===== src/rtl/core/cid_pkg.sv =====
// Shared constants and stage record for the pipelined integer divider.
package cid_pkg;

    localparam int unsigned CID_W      = 16;          // word width at full operand size
    localparam int unsigned CID_DW     = 2 * CID_W;   // dividend width at full operand size
    localparam int unsigned CID_BW     = 8;           // word width at byte operand size
    localparam int unsigned CID_STAGES = CID_DW;      // one restoring step per quotient bit

    localparam logic [CID_DW-1:0] CID_MASK_W = {{(CID_DW-CID_W){1'b0}}, {CID_W{1'b1}}};
    localparam logic [CID_DW-1:0] CID_MASK_B = {{(CID_DW-CID_BW){1'b0}}, {CID_BW{1'b1}}};
    localparam logic [CID_DW-1:0] CID_HALF_W = CID_DW'(1) << (CID_W - 1);
    localparam logic [CID_DW-1:0] CID_HALF_B = CID_DW'(1) << (CID_BW - 1);

    typedef enum logic {
        CID_UNSIGNED = 1'b0,
        CID_SIGNED   = 1'b1
    } t_req_type;

    typedef enum logic {
        CID_SIZE_BYTE = 1'b0,
        CID_SIZE_WORD = 1'b1
    } t_op_size;

    // Record handed from cell to cell.
    typedef struct packed {
        logic [CID_W-1:0]  rem;   // partial remainder, below ms unless the divisor is zero
        logic [CID_DW-1:0] rq;    // dividend bits left (high) / quotient bits so far (low)
        logic [CID_W-1:0]  ms;    // divisor magnitude
        logic              nd;    // dividend negative
        logic              nq;    // quotient negative
        logic              sgn;   // signed request
        logic              size;  // word operand size
        logic              zdiv;  // divisor zero
        logic [CID_W-1:0]  zq;    // quotient for a zero divisor
        logic [CID_W-1:0]  zr;    // remainder for a zero divisor
    } t_work;

endpackage


===== src/rtl/core/cid_prep.sv =====
// Entry stage: operand selection, sign-magnitude conversion, zero divisor results.
module cid_prep import cid_pkg::*; (
    input  logic              i_clk,
    input  logic              i_rst_n,
    input  logic              i_en,
    input  logic              i_valid,
    input  logic              i_req_type,
    input  logic              i_op_size,
    input  logic [CID_DW-1:0] i_dividend,
    input  logic [CID_W-1:0]  i_divisor,
    output logic              o_valid,
    output t_work             o_work
);

    logic              r_valid;
    t_work             r_work;
    t_work             n_work;
    logic [CID_DW-1:0] dvd_sel;
    logic [CID_DW-1:0] dmask;
    logic [CID_W-1:0]  dvs_sel;
    logic [CID_W-1:0]  smask;
    logic              nd;
    logic              ns;
    logic              is_signed;
    logic              is_word;

    always_comb begin
        is_signed = (i_req_type == CID_SIGNED);
        is_word   = (i_op_size == CID_SIZE_WORD);
        dmask     = is_word ? {CID_DW{1'b1}} : {{(CID_DW-2*CID_BW){1'b0}}, {(2*CID_BW){1'b1}}};
        smask     = is_word ? {CID_W{1'b1}} : {{(CID_W-CID_BW){1'b0}}, {CID_BW{1'b1}}};
        dvd_sel   = i_dividend & dmask;
        dvs_sel   = i_divisor & smask;
        nd = is_signed & (is_word ? i_dividend[CID_DW-1] : i_dividend[2*CID_BW-1]);
        ns = is_signed & (is_word ? i_divisor[CID_W-1] : i_divisor[CID_BW-1]);

        n_work      = '0;
        n_work.rq   = nd ? ((~dvd_sel + CID_DW'(1)) & dmask) : dvd_sel;
        n_work.ms   = ns ? ((~dvs_sel + CID_W'(1)) & smask) : dvs_sel;
        n_work.nd   = nd;
        n_work.nq   = nd ^ ns;
        n_work.sgn  = is_signed;
        n_work.size = is_word;
        n_work.zdiv = (dvs_sel == '0);
        n_work.zq   = is_word ? ~i_dividend[CID_DW-1:CID_W]
                              : {{(CID_W-CID_BW){1'b0}}, ~i_dividend[2*CID_BW-1:CID_BW]};
        n_work.zr   = is_word ? i_dividend[CID_W-1:0]
                              : {{(CID_W-CID_BW){1'b0}}, i_dividend[CID_BW-1:0]};
    end

    always_ff @(posedge i_clk) begin
        if (!i_rst_n) begin
            r_valid <= 1'b0;
        end else if (i_en) begin
            r_valid <= i_valid;
        end
    end

    always_ff @(posedge i_clk) begin
        if (i_en) begin
            r_work <= n_work;
        end
    end

    assign o_valid = r_valid;
    assign o_work  = r_work;

endmodule


===== src/rtl/core/cid_cell.sv =====
// One restoring division step: brings in one dividend bit, yields one quotient bit.
module cid_cell import cid_pkg::*; (
    input  logic  i_clk,
    input  logic  i_rst_n,
    input  logic  i_en,
    input  logic  i_valid,
    input  t_work i_work,
    output logic  o_valid,
    output t_work o_work
);

    logic             r_valid;
    t_work            r_work;
    t_work            n_work;
    logic [CID_W:0]   trial;
    logic [CID_W+1:0] diff;
    logic             ge;

    always_comb begin
        trial  = {i_work.rem, i_work.rq[CID_DW-1]};
        diff   = {1'b0, trial} - {2'b00, i_work.ms};
        ge     = ~diff[CID_W+1];
        n_work = i_work;
        n_work.rem = ge ? diff[CID_W-1:0] : trial[CID_W-1:0];
        n_work.rq  = {i_work.rq[CID_DW-2:0], ge};
    end

    always_ff @(posedge i_clk) begin
        if (!i_rst_n) begin
            r_valid <= 1'b0;
        end else if (i_en) begin
            r_valid <= i_valid;
        end
    end

    always_ff @(posedge i_clk) begin
        if (i_en) begin
            r_work <= n_work;
        end
    end

    assign o_valid = r_valid;
    assign o_work  = r_work;

endmodule


===== src/rtl/core/cid_post.sv =====
// Exit stage: sign fix-up, size truncation, overflow, zero divisor override.
module cid_post import cid_pkg::*; (
    input  logic             i_clk,
    input  logic             i_rst_n,
    input  logic             i_en,
    input  logic             i_valid,
    input  t_work            i_work,
    output logic             o_valid,
    output logic [CID_W-1:0] o_quotient,
    output logic [CID_W-1:0] o_remainder,
    output logic             o_overflow
);

    logic              r_valid;
    logic [CID_W-1:0]  r_quotient;
    logic [CID_W-1:0]  r_remainder;
    logic              r_overflow;
    logic [CID_W-1:0]  n_quotient;
    logic [CID_W-1:0]  n_remainder;
    logic              n_overflow;
    logic [CID_DW-1:0] half;
    logic [CID_DW-1:0] wmask;
    logic [CID_W-1:0]  q_s;
    logic [CID_W-1:0]  r_s;
    logic              ovf_s;
    logic              ovf_u;

    always_comb begin
        half  = i_work.size ? CID_HALF_W : CID_HALF_B;
        wmask = i_work.size ? CID_MASK_W : CID_MASK_B;
        q_s   = i_work.nq ? (~i_work.rq[CID_W-1:0] + CID_W'(1)) : i_work.rq[CID_W-1:0];
        r_s   = i_work.nd ? (~i_work.rem + CID_W'(1)) : i_work.rem;
        ovf_u = (i_work.rq > wmask);
        ovf_s = i_work.nq ? (i_work.rq > half) : (i_work.rq >= half);
        if (i_work.zdiv) begin
            n_quotient  = i_work.zq;
            n_remainder = i_work.zr;
            n_overflow  = 1'b1;
        end else begin
            n_quotient  = q_s & wmask[CID_W-1:0];
            n_remainder = r_s & wmask[CID_W-1:0];
            n_overflow  = i_work.sgn ? ovf_s : ovf_u;
        end
    end

    always_ff @(posedge i_clk) begin
        if (!i_rst_n) begin
            r_valid <= 1'b0;
        end else if (i_en) begin
            r_valid <= i_valid;
        end
    end

    always_ff @(posedge i_clk) begin
        if (i_en) begin
            r_quotient  <= n_quotient;
            r_remainder <= n_remainder;
            r_overflow  <= n_overflow;
        end
    end

    assign o_valid     = r_valid;
    assign o_quotient  = r_quotient;
    assign o_remainder = r_remainder;
    assign o_overflow  = r_overflow;

endmodule


===== src/rtl/core/cpu_integer_divider.sv =====
// Pipelined 32/16 and 16/8 integer divider, signed or unsigned, top level.
//
// Usage:
//   Input channel s_axis: one transfer per division. tdata carries the
//   dividend and divisor, tuser the signed select and the operand size.
//   Output channel m_axis: one transfer per division with quotient and
//   remainder in tdata and the overflow flag in tuser.
// Pipeline: one entry stage, 32 restoring cells and one exit register
//   lie between an input transfer and its result on m_axis. Throughput:
//   one division per cycle unless m_axis stalls; each of the 32 cells
//   retires one quotient bit by an 18-bit subtract, passing its record on.
// Reset: i_rst_n (synchronous, active low) empties every stage; nothing is
//   held across reset.
// Stall: when m_axis_tready is low, the result holds on m_axis and stages
//   behind it keep moving until they close up against it. Input stays
//   ready while any bubble remains in the pipe, so up to 33 divisions can
//   queue behind a stalled result before s_axis_tready falls.
// Special cases: a zero divisor returns the complemented upper dividend
//   half as quotient, the lower half as remainder, overflow set.
module cpu_integer_divider import cid_pkg::*; (
    input  logic        i_clk,
    input  logic        i_rst_n,
    input  logic        s_axis_tvalid,
    output logic        s_axis_tready,
    input  logic [47:0] s_axis_tdata,   // [31:0] dividend, [47:32] divisor
    input  logic [1:0]  s_axis_tuser,   // [0] req_type, [1] op_size
    output logic        m_axis_tvalid,
    input  logic        m_axis_tready,
    output logic [31:0] m_axis_tdata,   // [15:0] quotient, [31:16] remainder
    output logic [0:0]  m_axis_tuser    // [0] overflow
);

    localparam int unsigned NSTG = CID_STAGES + 2;  // entry + cells + exit

    logic [NSTG-1:0] v;     // stage valid flags, entry at 0, exit at top
    logic [NSTG-1:0] en;    // stage load enables
    t_work           work [CID_STAGES+1];
    logic [CID_W-1:0] quotient;
    logic [CID_W-1:0] remainder;
    logic             overflow;

    // A stage loads when it is empty or its successor loads; bubbles close up.
    always_comb begin
        en[NSTG-1] = ~v[NSTG-1] | m_axis_tready;
        for (int k = NSTG - 2; k >= 0; k--) begin
            en[k] = ~v[k] | en[k+1];
        end
    end

    assign s_axis_tready = en[0];

    cid_prep u_prep (
        .i_clk      (i_clk),
        .i_rst_n    (i_rst_n),
        .i_en       (en[0]),
        .i_valid    (s_axis_tvalid),
        .i_req_type (s_axis_tuser[0]),
        .i_op_size  (s_axis_tuser[1]),
        .i_dividend (s_axis_tdata[CID_DW-1:0]),
        .i_divisor  (s_axis_tdata[CID_DW+CID_W-1:CID_DW]),
        .o_valid    (v[0]),
        .o_work     (work[0])
    );

    for (genvar g = 0; g < CID_STAGES; g++) begin : g_cell
        cid_cell u_cell (
            .i_clk   (i_clk),
            .i_rst_n (i_rst_n),
            .i_en    (en[g+1]),
            .i_valid (v[g]),
            .i_work  (work[g]),
            .o_valid (v[g+1]),
            .o_work  (work[g+1])
        );
    end

    cid_post u_post (
        .i_clk       (i_clk),
        .i_rst_n     (i_rst_n),
        .i_en        (en[NSTG-1]),
        .i_valid     (v[NSTG-2]),
        .i_work      (work[CID_STAGES]),
        .o_valid     (v[NSTG-1]),
        .o_quotient  (quotient),
        .o_remainder (remainder),
        .o_overflow  (overflow)
    );

    assign m_axis_tvalid   = v[NSTG-1];
    assign m_axis_tdata    = {remainder, quotient};
    assign m_axis_tuser[0] = overflow;

    // Input is only refused when every stage holds a division.
    a_full_when_blocked: assert property (@(posedge i_clk) disable iff (!i_rst_n)
        !s_axis_tready |-> (&v))
        else $error("input refused while a pipeline stage is empty");

    // For a nonzero divisor, the last cell must leave a remainder below the divisor magnitude.
    a_rem_below_divisor: assert property (@(posedge i_clk) disable iff (!i_rst_n)
        (v[NSTG-2] && !work[CID_STAGES].zdiv) |->
            (work[CID_STAGES].rem < work[CID_STAGES].ms))
        else $error("partial remainder not reduced below divisor");

    // Reset empties the pipe: no result right after it.
    a_empty_after_reset: assert property (@(posedge i_clk) disable iff (!i_rst_n)
        $past(!i_rst_n) |-> !m_axis_tvalid)
        else $error("result valid right after reset");

endmodule

===== config.mk =====
export PLATFORM = sky130hd
export DESIGN_NAME = cpu_integer_divider
export DESIGN_NICKNAME = d
export VERILOG_FILES = /design/src/rtl/core/cid_pkg.sv /design/src/rtl/core/cid_prep.sv /design/src/rtl/core/cid_cell.sv /design/src/rtl/core/cid_post.sv /design/src/rtl/core/cpu_integer_divider.sv
export SDC_FILE = /design/constraint.sdc
export NUM_CORES = 2
export LEC_CHECK = 0
export BUFFER_PORTS_ARGS = -buffer_cell sky130_fd_sc_hd__buf_4
export CAP_MARGIN = 20
export CORE_MARGIN = 5
export CORE_UTILIZATION = 35
export DETAILED_ROUTE_END_ITERATION = 16
export PLACE_DENSITY = 0.54
export SETUP_SLACK_MARGIN = 0.5
export SLEW_MARGIN = 15
export SYNTH_ARGS = -nofsm -noshare
export SYNTH_HDL_FRONTEND = slang
export SYNTH_SLANG_ARGS = --single-unit
export TNS_END_PERCENT = 20

===== constraint.sdc =====
create_clock -name i_clk -period 22.4 [get_ports i_clk]
set_input_delay 3.36 -clock i_clk [delete_from_list [all_inputs] [get_ports i_clk]]
set_output_delay 3.36 -clock i_clk [all_outputs]
set_load 0.02 [all_outputs]

# Word level (Yosys, flattened, before mapping)
# Index checks and enable logic that the tools add are counted.
[word_totals]
regBits = 3368
in_bits = 54
output_inout_bits = 35
word_cells = 570
[classes]
addsub = 36
n_lt_le_gt_ge = 3
mux = 47
bitwise_logic = 115
n_reduce_logical = 1
[op_table]
columns = ["cell", "count"]
rows = [
  ["two-way mux 16 bit", 39],
  ["subtractor 17 x 16 -> 18 bit", 31],
  ["inverter 1 bit", 66],
  ["bitwise AND 16 bit", 4],
  ["bitwise AND 32 bit", 2],
  ["> comparator 32 bit", 2],
  ["two-way mux 32 bit", 2],
  ["inverter 16 bit", 4],
  ["adder 16 x 1 -> 16 bit, second input constant", 3],
  ["bitwise OR 1 bit", 34],
  ["adder 32 x 1 -> 32 bit, second input constant", 1],
  [">= comparator 32 bit", 1],
  ["inverter 32 bit", 1],
  ["subtractor 1 x 16 -> 17 bit", 1],
  ["logical NOT 16 bit", 1],
  ["two-way mux 8 bit", 1],
  ["inverter 8 bit", 1],
  ["two-way mux 1 bit", 5],
  ["bitwise AND 1 bit", 2],
  ["XOR 1 bit", 1],
]

# Longest topological paths before layout
[logic_depth]
ltp_word = 35
mapped_depth = 12
depth_no_buf = 11

# Modules after synthesis
# Synthesis repeated with hierarchy kept, for this count alone.
[unflattened]
cells_unflattened = 8816
area_unflattened_um2 = 141481.9
[modules_own_cells]
columns = ["mod", "instances", "cells_each", "area_per_inst_um2", "seq_area_each_um2"]
rows = [
  ["cid_cell (g_cell[10].u_cell ...)", 23, 261, 4231.6, 3052.9],
  ["cid_cell (g_cell[0].u_cell ...)", 5, 229, 4077.7, 3052.9],
  ["cid_cell (g_cell[6].u_cell ...)", 4, 255, 4199.0, 3052.9],
  ["cid_prep", 1, 337, 4205.3, 2542.4],
  ["cid_post", 1, 238, 2329.7, 1011.0],
  ["cpu_integer_divider", 1, 73, 436.7, 0.0],
]

# Least setup slack after synthesis
# OpenSTA, ideal clock, no wires.
[synth_timing]
kind = "input -> output"
startpoint = "in m_axis_tready"
endpoint = "out s_axis_tready"
arrival_time_ns = 10.498
t_required_ns = 19.040
setup_slack_ns = 8.542
path_stages = 9
path_buffers = 1
path_cell_list = "nor2b_1 -> clkbuf_1 -> and3_1 -> inv_1 -> nor4_4 -> nand4_2 -> nor2_4 -> and3_2 -> nand3_1"
[synth_via]
elab_chain_len = 34
[synth_rtl]
columns = ["item", "line", "source"]
rows = [
  ["from (decl)", "cpu_integer_divider.sv:28", "input logic m_axis_tready,"],
  ["bitwise OR 1 bit", "cpu_integer_divider.sv:44", "en[NSTG-1] = ~v[NSTG-1] | m_axis_tready;"],
  ["bitwise OR 1 bit (5 in a row)", "cpu_integer_divider.sv:46", "en[k] = ~v[k] | en[k+1];"],
  ["via g_cell[27].u_cell.i_en", "cid_cell.sv:5", "input logic i_en,"],
  ["bitwise OR 1 bit (19 in a row)", "cpu_integer_divider.sv:46", ""],
  ["via g_cell[8].u_cell.i_en", "cid_cell.sv:5", ""],
  ["bitwise OR 1 bit (9 in a row)", "cpu_integer_divider.sv:46", ""],
  ["to (decl)", "cpu_integer_divider.sv:24", "output logic s_axis_tready,"],
]
# The timed path passes the listed nets, and every way through them passes these cells.

# Final worst setup path
# Ends and elaborated chain as after synthesis.

==> flow_metrics.tcl <==
set metrics [dict create \
    clkTransAtPathRegs_ns 0.06 \
    viasPerCell 4.64 \
    slew_headroom 0.258 \
    period_needed_ns 10.05 \
    setup_tns_ns 0 \
    final_cell_count_no_fill 13800 \
    total_power_w 0.0198 \
    setup_viol 0 \
    fmax_mhz 99.5 \
    post-dp-hpwl_microns 153000 \
    antenna_found_initial 4 \
    drtIter0Drc 3666 \
    drv_slew 0 \
    grt_max_degree 78 \
    p_leak_nw 56.2 \
    hold_class "reg2reg" \
    ys_seq_area_frac 0.760 \
    status "completed" \
    num-nets-final 9104 \
    coreArea_sq_um 375000 \
    clock_latency_ns 0.88 \
    first_pass_iters 6 \
    first_global_vias 66500 \
    grt_usage 0.111 \
    synthTopCellsByArea "edfxtp_1 75%, ha_1 4.9%, inv_1 1.9%" \
    cts_max_level 5 \
    placedCellCount 13100 \
    synth_mux_area_frac 0.0232 \
    drive_above_1_share 0.108 \
    grt_pass1_wl_microns 355000 \
    portBuffers 88 \
    yosysWarnings 0 \
    design.die.area_sq_um 388000 \
    synth_seq_cells 3336 \
    syn_avg_cell_area_sq_um 16.2 \
    ys.flop_type "edfxtp_1" \
    cts_buffers 342 \
    tightest_slew_ns 1.11 \
    syn_to_final_growth_pct 13.9 \
    cts_resized 0 \
    n_fill_cell 33800 \
    post_cts_buffers 0 \
    synth_top_area_share 0.755 \
    async_reset_ff_frac 0 \
    max_cap_violations 0 \
    drt.antenna.violating_nets 0 \
    synth-edff-count 3302 \
    syn_inst 8096 \
    drcViolationCount 0 \
    final_hold_viol_count 0 \
    io_pins 89 \
    start_kind "input port" \
    cts-root-buf "clkbuf_16" \
    timing.final.crit_share 0.449 \
    wire_per_inst_microns 15.7 \
    place_congestion 0.829 \
    initial_utilization 0.351 \
    fin_worst_skew_ns 0.0337 \
    synth_fa_ha_area_frac 0.0535 \
    route.vias.total 63900 \
    end_kind "output port" \
    syn-cell-area_sq_um 131000 \
    postCtsHoldBufs 0 \
    overflow 0 \
    synthSimpleGateAreaFrac 0.0558 \
    die_x_microns 623 \
    crit_arrival_ns 6.69 \
    yosysTopAreaCell "edfxtp_1" \
    synth_compound_area_frac 0.0618 \
    criticalPathCategory "in2out" \
    dieHeight_microns 623 \
    synth-xor-area-share 0.0242 \
    powerDensity_nw_per_um2 132 \
    yosysUniqueCellTypes 76 \
    tritoncts "yes" \
    crit_fanout 37 \
    routed_wl_microns 217000 \
    cts_num_sinks 3336 \
    insertedDiodeCount 0 \
    rsz0062_at_grt "no" \
    cp_data_required_time_ns 19.04 \
    num_rows 225 \
    ir_drop_v 0.0000660 \
    clockBufferDepth 4 \
    synth_top_family_by_area "compound AO/OA/AOI/OAI gates" \
]
where the power goes:
group,total (W),internal (W),switching (W)
registers,0.00903,0.00849,0.000539
logic,0.00526,0.00241,0.00285
clock network,0.00546,0.00317,0.00229
kinds of logic (layout without fill, tap and decap cells):
logic type | after synthesis | count (layout)
flops | 3336 | 3336
simple gates | 1550 | 1550
compound gates | 1275 | 1275
buf+inv | 753 | 1435
fa+ha+maj | 543 | 543
xor+xnor | 363 | 363
mux | 275 | 275
other cells | 1 | 7
layout by cell type (no fill, tap or decap), types with 27 or more instances in the layout:
master,synthesis,layout
o21ai_0,470,458
xor2_1,138,138
mux2_2,214,214
buf_4,1,131
bufinv_16,0,27
o31ai_1,69,69
nor2_1,467,467
clkinv_1,1,83
nand2_1,423,410
inv_1,667,654
and3_1,33,33
o21bai_1,33,33
xnor2_1,225,225
mux2i_1,55,55
nor4_1,29,29
and2_1,38,38
o21a_1,79,79
or3_1,72,72
clkbuf_1,58,64
nand3_1,127,121
nor2b_1,92,92
a21o_1,45,45
edfxtp_1,3302,3302
dfxtp_1,34,34
nand2b_1,80,80
fa_1,31,31
clkinv_2,0,55
nor3_1,110,110
a211oi_1,71,71
ha_1,512,512
a21oi_1,265,265
clkbuf_16,0,346
a41oi_1,30,30
final cells by class:
class | instances | area [sq um] | share of cell area
multi-input combinational | 4013 | 29000 | 0.194
clock buffer | 412 | 8930 | 0.0597
timing repair buffer | 145 | 1150 | 0.00769
clock inverter | 209 | 1950 | 0.0131
sequential | 3336 | 99800 | 0.667
inverter | 669 | 2540 | 0.0170
tap | 4994 | 6250 | 0.0418
sequential cells by signal, indices dropped and copies added, names as in the netlist:
register               flops
u_prep.o_work             84
g_cell.u_cell.o_valid     32
u_post.o_quotient         16
u_post.o_valid             1
u_post.o_remainder        16
u_post.o_overflow          1
g_cell.u_cell.o_work    3185
u_prep.o_valid             1
routing by layer:
| metal | global-route usage | wire length (microns) | up-vias |
|---|---|---|---|
| met5 | 0 | 0 | - |
| met3 | 0.0168 | 7620 | 476 |
| met4 | 0.0410 | 7790 | 0 |
| met1 | 0.134 | 91000 | 31000 |
| met2 | 0.198 | 111000 | 1026 |
| li1 | - | - | 31400 |
worst max-delay path, stage by stage:
cell and delay [ns]:
buf_4 0.11, nor2b_1 0.56, and3_1 0.36, inv_4 0.23, nor4_4 0.63, nand4_4 0.32, nor2_4 0.30, and3_2 0.35
nand3_4 0.22, buf_4 0.23
Yosys cell counts (31+ instances only):
| cell | n |
|---|---|
| edfxtp_1 | 3302 |
| clkbuf_1 | 58 |
| a21o_1 | 45 |
| xnor2_1 | 225 |
| dfxtp_1 | 34 |
| a211oi_1 | 71 |
| nand2b_1 | 80 |
| nand2_1 | 423 |
| nor2b_1 | 92 |
| and2_1 | 38 |
| nor2_1 | 467 |
| nor3_1 | 110 |
| fa_1 | 31 |
| and3_1 | 33 |
| o31ai_1 | 69 |
| a21oi_1 | 265 |
| nand3_1 | 127 |
| o21bai_1 | 33 |
| or3_1 | 72 |
| o21a_1 | 79 |
| inv_1 | 667 |
| o21ai_0 | 470 |
| ha_1 | 512 |
| mux2i_1 | 55 |
| mux2_2 | 214 |
| xor2_1 | 138 |
per-stage QoR:
stage                     worst slack (ns)  hold slack (ns)  area (sq um)   util
after floorplan                       8.54            0.400        131000      -
after global placement               12.36            0.400        139000  0.370
after detailed placement             12.29            0.405        139000  0.370
after CTS                            12.27            0.379        149000  0.399
after global routing                 12.00            0.396        150000  0.399
final                                12.35            0.387        150000  0.399
worst paths after layout:
path / start / to / slack (ns) / cells after the start
max: m_axis_tready / s_axis_tready / 12.35 / 10
min: g_cell[11].u_cell.o_work[30] / g_cell[12].u_cell.o_work[30] / 0.39 / 0
max reg2reg: u_post.o_valid / g_cell[5].u_cell.o_work[85] / 17.67 / 8
min reg2reg: g_cell[11].u_cell.o_work[30] / g_cell[12].u_cell.o_work[30] / 0.39 / 0
(Power assumes the default switching activity.)
